## config.mk

```make
export PLATFORM = sky130hd
export DESIGN_NAME = lpht_ctrl
export DESIGN_NICKNAME = d
export VERILOG_FILES = /design/src/design/lpht_pkg.sv /design/src/design/lpht_ctrl.sv
export VERILOG_INCLUDE_DIRS = /design/src /design/src/design
export SDC_FILE = /design/constraint.sdc
export NUM_CORES = 1
export LEC_CHECK = 0
export ABC_CLOCK_PERIOD_IN_PS = 3400
export BUFFER_PORTS_ARGS = -buffer_cell sky130_fd_sc_hd__buf_4
export CAP_MARGIN = 20
export CORE_AREA = 2 2 39 41
export CTS_CLUSTER_DIAMETER = 150
export CTS_CLUSTER_SIZE = 30
export DETAILED_ROUTE_END_ITERATION = 6
export DIE_AREA = 0 0 41 43
export PLACE_DENSITY = 0.55
export SYNTH_ARGS = -nofsm -noshare
export SYNTH_HDL_FRONTEND = slang
export SYNTH_SLANG_ARGS = --single-unit
export TNS_END_PERCENT = 100
```

## constraint.sdc

```tcl
create_clock -name clk -period 3.4 [get_ports clk]
set_input_delay 0.68 -clock clk [delete_from_list [all_inputs] [get_ports clk]]
set_output_delay 0.68 -clock clk [all_outputs]
set_load 0.005 [all_outputs]
```

## src/design/linear_probe_hash_table_core_macros.svh

```systemverilog
// Assertion macros used by the hash table sequencer.
`ifndef LINEAR_PROBE_HASH_TABLE_CORE_MACROS_SVH
`define LINEAR_PROBE_HASH_TABLE_CORE_MACROS_SVH

// Same-cycle implication, sampled on clk and held off during reset.
`define LPHT_ASSERT_NOW(lbl, ante, cons, msg) \
  lbl: assert property (@(posedge clk) disable iff (!rst_n) (ante) |-> (cons)) else $error(msg);

// Next-cycle implication, sampled on clk and held off during reset.
`define LPHT_ASSERT_NEXT(lbl, ante, cons, msg) \
  lbl: assert property (@(posedge clk) disable iff (!rst_n) (ante) |=> (cons)) else $error(msg);

`endif

```

## src/design/lpht_pkg.sv

```systemverilog
// Shared constants, types and command/status structures of the hash table.
`default_nettype none

package lpht_pkg;

  localparam int TABLE_DEPTH = 1024;
  localparam int KEY_BITS    = 32;
  localparam int VALUE_BITS  = 32;

  localparam int ADDR_BITS   = $clog2(TABLE_DEPTH);
  localparam int CNT_BITS    = $clog2(TABLE_DEPTH + 1);
  localparam int REQ_BITS    = 3;
  localparam int STATUS_BITS = 2;

  localparam int IN_FIELD_BITS   = REQ_BITS + KEY_BITS + VALUE_BITS;
  localparam int IN_TDATA_BITS   = ((IN_FIELD_BITS + 7) / 8) * 8;
  localparam int OUT_FIELD_BITS  = STATUS_BITS + VALUE_BITS + CNT_BITS;
  localparam int OUT_TDATA_BITS  = ((OUT_FIELD_BITS + 7) / 8) * 8;

  localparam logic [REQ_BITS-1:0] REQ_PUT    = 3'd0;
  localparam logic [REQ_BITS-1:0] REQ_GET    = 3'd1;
  localparam logic [REQ_BITS-1:0] REQ_REMOVE = 3'd2;
  localparam logic [REQ_BITS-1:0] REQ_PEEK   = 3'd3;
  localparam logic [REQ_BITS-1:0] REQ_TAKE   = 3'd4;

  localparam logic [STATUS_BITS-1:0] ST_OK      = 2'd0;
  localparam logic [STATUS_BITS-1:0] ST_MISSING = 2'd1;
  localparam logic [STATUS_BITS-1:0] ST_FULL    = 2'd2;

  typedef struct packed {
    logic                  vld;
    logic [KEY_BITS-1:0]   key;
    logic [VALUE_BITS-1:0] value;
  } slot_t;

  typedef struct packed {
    logic clr_step;
    logic load;
    logic issue;
    logic commit;
    logic miss;
    logic full;
  } lpht_cmd_t;

  typedef struct packed {
    logic clr_done;
    logic put_full;
    logic no_probe;
    logic rd_vld;
    logic hit;
    logic exhausted;
  } lpht_sts_t;

endpackage

`default_nettype wire

```

## src/design/lpht_ctrl.sv

```systemverilog
// Request sequencer: clearing pass, request check, probe loop and result hand-off.
`default_nettype none

`include "linear_probe_hash_table_core_macros.svh"

module lpht_ctrl (
  input  wire logic                 clk,
  input  wire logic                 rst_n,
  input  wire logic                 in_tvalid,
  output logic                      in_tready,
  output logic                      out_tvalid,
  input  wire logic                 out_tready,
  output lpht_pkg::lpht_cmd_t       cmd,
  input  wire lpht_pkg::lpht_sts_t  sts
);
  import lpht_pkg::*;

  typedef enum logic [2:0] {
    S_CLEAR,
    S_IDLE,
    S_CHECK,
    S_PROBE,
    S_RESULT
  } state_t;

  state_t state_r, state_nxt;
  logic   in_tready_r;
  logic   out_tvalid_r;
  logic   hit_now;

  assign hit_now = sts.rd_vld && sts.hit;

  always_comb begin
    cmd          = '0;
    cmd.clr_step = (state_r == S_CLEAR);
    cmd.load     = in_tvalid && in_tready_r;
    state_nxt    = state_r;
    unique case (state_r)
      S_CLEAR: begin
        if (sts.clr_done) begin
          state_nxt = S_IDLE;
        end
      end
      S_IDLE: begin
        if (cmd.load) begin
          state_nxt = S_CHECK;
        end
      end
      S_CHECK: begin
        cmd.full = sts.put_full;
        cmd.miss = !sts.put_full && sts.no_probe;
        state_nxt = (sts.put_full || sts.no_probe) ? S_RESULT : S_PROBE;
      end
      S_PROBE: begin
        cmd.commit = hit_now;
        cmd.miss   = sts.rd_vld && !sts.hit && sts.exhausted;
        cmd.issue  = !sts.exhausted && !hit_now;
        if (cmd.commit || cmd.miss) begin
          state_nxt = S_RESULT;
        end
      end
      S_RESULT: begin
        if (out_tready) begin
          state_nxt = S_IDLE;
        end
      end
      default: state_nxt = S_IDLE;
    endcase
  end

  always_ff @(posedge clk) begin
    if (!rst_n) begin
      state_r      <= S_CLEAR;
      in_tready_r  <= 1'b0;
      out_tvalid_r <= 1'b0;
    end else begin
      state_r      <= state_nxt;
      in_tready_r  <= (state_nxt == S_IDLE);
      out_tvalid_r <= (state_nxt == S_RESULT);
    end
  end

  assign in_tready  = in_tready_r;
  assign out_tvalid = out_tvalid_r;

  `LPHT_ASSERT_NOW(a_one_side, in_tready_r, !out_tvalid_r, "ready while a result is pending")
  `LPHT_ASSERT_NEXT(a_commit_result, cmd.commit, out_tvalid_r, "commit without a result beat")
  `LPHT_ASSERT_NEXT(a_accept_busy, in_tvalid && in_tready_r, !in_tready_r, "ready after accept")
  `LPHT_ASSERT_NEXT(a_result_free, out_tvalid_r && out_tready, in_tready_r, "not ready after result")

endmodule

`default_nettype wire

```

== After elaboration in Yosys (flattened, before gate mapping) ==
Index checks and enable logic that the tools add are counted.
Cells by class
  equal/unequal tests: 6
  multiplexer cells: 9
  reductions and logical operators: 13
Operators by type and width (number)
  $mux 3: 5
  $pmux 3 s5: 1
  $eq 3x1->1 const B: 2
  $eq 3x2->1 const B: 2
  $eq 3x3->1 const B: 2
  $logic_and 1x1->1: 6
  $logic_not 1->1: 4
  $logic_not 3->1: 1
  $logic_or 1x1->1: 2
  $mux 2: 1
  $pmux 1 s2: 1
  $mux 1: 1
Storage, ports and cells
  register bits: 5
  input port bits: 10
  output and inout port bits: 8
  logic and storage cells: 31

== Longest topological paths before layout ==
  depth in word-level cells: 7
  mapped depth: 4
  mapped depth without buffers: 4

== Worst setup path before layout ==
No wires, ideal clock.
  path kind: in2out
  from: input port sts[4] (netlist name)
  to: output port cmd[1] (netlist name)
  data arrival time: 1164 ps
  required time: 2720 ps
  slack: 1556 ps
  stages on the path: 2
  buffers on the path: 0
  path through: or3b_1 a21oi_1
RTL lines
  from (decl): line lpht_ctrl.sv:14  | input wire lpht_pkg::lpht_sts_t sts
  to (decl): line lpht_ctrl.sv:13  | output lpht_pkg::lpht_cmd_t cmd,

==> impl_metrics.json <==
{
  "rsz0062_at_grt": "no",
  "final_net_count": 69,
  "nFillCells": 149,
  "critical_path_buf_inv_count": 2,
  "powerDensity_mw_per_mm2": 378,
  "vias": 356,
  "final.min_clock_period_ns": 2.08,
  "outcome": "finished, final reports clean",
  "fp-row-count": 14,
  "drive_gt1_share_pct": 34.5,
  "cp.arrival_ns": 1.40,
  "dr.first_iter.drc_count": 5,
  "cts_tree": "done",
  "dpl-instance-area_um2": 450,
  "postCtsSetupRepairBufs": 0,
  "average_routed_wire_per_standard_cell_um": 10.9,
  "grt_antenna_before_repair": 0,
  "core_area_mm2": 0.00138,
  "cts-root-buf": "sky130_fd_sc_hd__clkbuf_4",
  "cts-htree-levels": 1,
  "critical_path.reg2reg.endpoint": "state_r[1]",
  "maximum_number_of_pins_on_one_net_before_global_route_repair": 14,
  "internal_reg_to_reg_setup_slack_ns": 2.14,
  "floorplan.die.width_um": 41,
  "design_area_um2": 477,
  "achievable-frequency_ghz": 0.481,
  "timing.critical_path.slowest_cell_delay_ns": 0.34,
  "mappedNetlistArea_um2": 308,
  "track_usage_pct": 11.2,
  "hold_start": "rst_n",
  "power.leakage_uw": 0.000221,
  "initial_utilization_pct": 22.2,
  "ys_seq_area_share_pct": 32.5,
  "worstHoldPathCells": 2,
  "postSynthNetCount": 48,
  "gate_family_responsible_for_the_most_delay_along_the_worst_path": "simple AND/OR/NAND/NOR gates",
  "detailedPlacementHpwl_um": 636,
  "die-area_mm2": 0.00176,
  "synth.ff_latch_count": 5,
  "fp.dieH_um": 43,
  "cp_max_fo": 4,
  "netlist.top_cell.by_area": "sky130_fd_sc_hd__dfxtp_1",
  "hold_path_class": "input port to register",
  "detail_route.first_pass.iterations": 4,
  "final.period_utilization_pct": 61.1,
  "setup_tns_ns": 0,
  "clk_pin_slew_ns": 0.04,
  "synth_enable_flop_cells": 0,
  "netlist_top_cells_area": "sky130_fd_sc_hd__dfxtp_1, sky130_fd_sc_hd__o211a_1, sky130_fd_sc_hd__and2_1, sky130_fd_sc_hd__nand4b_1, sky130_fd_sc_hd__or3b_1",
  "synth_flop_cell": "sky130_fd_sc_hd__dfxtp_1",
  "detail_route.drc_violations": 0,
  "routed_wire_length_um": 805,
  "vias_per_cell": 4.81,
  "timing.critical_path.cells": "buf_4 > or3b_1 > a21oi_1 > buf_4",
  "layout.area.seq_um2": 100,
  "max_slew_headroom_pct": 69.6,
  "setup.worst_path.end_class": "primary output",
  "worst_hold_path.endpoint": "state_r[1]",
  "tritoncts.num_buffers": 3,
  "cts.sinks": 5,
  "finalMaxSlewViolations": 0,
  "synth_commonest_cells": "sky130_fd_sc_hd__dfxtp_1, sky130_fd_sc_hd__nor2_1, sky130_fd_sc_hd__and2_1, sky130_fd_sc_hd__o21ai_0",
  "synth_async_sr_flop_share_pct": 0,
  "buffers_added_on_ports": 17,
  "ys_types": 21,
  "multi_input_area_um2": 199,
  "timing.reg2reg.worst_path_depth": 3,
  "total_setup_violations_reported_at_the_end_of_the_flow": 0,
  "r2r-start": "state_r[1]",
  "worst_margin_pin_slew_ns": 0.450,
  "vias_in_the_first_global_route": 325,
  "crit_required_ns": 2.72,
  "synth_top_area_share_pct": 32.5,
  "worst_path_max_delay_cell": "sky130_fd_sc_hd__or3b_1",
  "route.antenna.remaining_nets": 0,
  "synthesis.instances": 38,
  "max_cap_violations": 0,
  "startpoint_type_of_the_worst_setup_path": "input port",
  "synthesis.area_per_instance_um2": 8.10,
  "num_io_pins": 18,
  "critical_path_class": "input port to primary output",
  "skew_ns": 0.00162,
  "synth.most_common_cell": "sky130_fd_sc_hd__dfxtp_1",
  "yosysWarningCount": 0,
  "ir_worst_vdd_mv": 0.153,
  "post_cts_resized": 0,
  "crit_path_frequent_cell": "sky130_fd_sc_hd__buf_4",
  "insertion_delay_ns": 0.24,
  "timing.final.hold_violations": 0,
  "postCtsHoldBufs": 0,
  "layout-area-overhead-vs-synth_pct": 54.9,
  "finalWeightedCongestion": 0.707,
  "insertedDiodeCount": 0,
  "grt_first_pass_wirelength_mm": 1.30,
  "cts_max_path_buffers": 2,
  "grt_overflow": 0
}
flip-flops by register name (all words and copies together) (netlist names):
register and count:
state_r 3, in_tready 1, out_tvalid 1
cell type report:
class                           count  area share, %
Sequential cell                     5           21.0
Inverter                            1          0.787
Tap cell                           16           4.20
Clock buffer                        4           5.51
Multi-Input combinational cell     31           41.7
Timing Repair Buffer               17           26.8
per-stage QoR:
step	hold slack, ns	setup WS [ns]	std cells	util, %	power, µW
2_1_floorplan	0.546	1.56	38	-	90.7
3_3_place_gp	0.704	1.33	70	32.5	114
3_5_place_dp	0.685	1.32	70	32.5	113
4_1_cts	0.686	1.32	74	34.4	184
5_1_grt	0.699	1.29	74	34.4	194
6_report	0.693	1.32	74	34.4	180
how the worst max path moves through the flow:
stage	startpoint	to	slack, ns	cells after the start
floorplan	sts[4]	cmd[1]	1.56	2
global placement	sts[4]	cmd[1]	1.33	4
detailed placement	sts[4]	cmd[1]	1.32	4
CTS	sts[4]	cmd[1]	1.32	4
global route	sts[4]	cmd[1]	1.29	4
finish	sts[4]	cmd[1]	1.32	4
kinds of logic after synthesis:
group,synth area share (%)
and+or+nand+nor,36.6
AOI/OAI and AO/OA,28.1
DFF,32.5
buffers and inverters,2.84
power by group:
group | internal (µW) | total (µW) | switching, µW
Sequential | 64.9 | 73.1 | 8.23
Combinational | 23.9 | 39.0 | 15.2
Clock | 44.3 | 67.9 | 23.6
Total | 133 | 180 | 47.0
cells in the final DEF, fill, tap and decap left out, types with 2 or more instances in the layout:
| cell type | n |
|---|---|
| sky130_fd_sc_hd__o211a_1 | 2 |
| sky130_fd_sc_hd__a21oi_1 | 2 |
| sky130_fd_sc_hd__or3b_1 | 2 |
| sky130_fd_sc_hd__buf_4 | 17 |
| sky130_fd_sc_hd__dfxtp_1 | 5 |
| sky130_fd_sc_hd__nor3_1 | 2 |
| sky130_fd_sc_hd__o21ai_0 | 3 |
| sky130_fd_sc_hd__and2_1 | 3 |
| sky130_fd_sc_hd__nand2_1 | 2 |
| sky130_fd_sc_hd__nand4b_1 | 2 |
| sky130_fd_sc_hd__nor2_1 | 4 |
| sky130_fd_sc_hd__clkbuf_4 | 3 |
routing by layer:
layer / vias up / share of wire (%) / track usage (%)
met1: 156 / 44 / 14.0
met3: 0 / 10 / 4.71
met4: 0 / 0 / 8.00
met5: - / 0 / 0
met2: 13 / 46 / 14.7
li1: 187 / - / -
No activity file was read; power rests on OpenSTA's default activity.
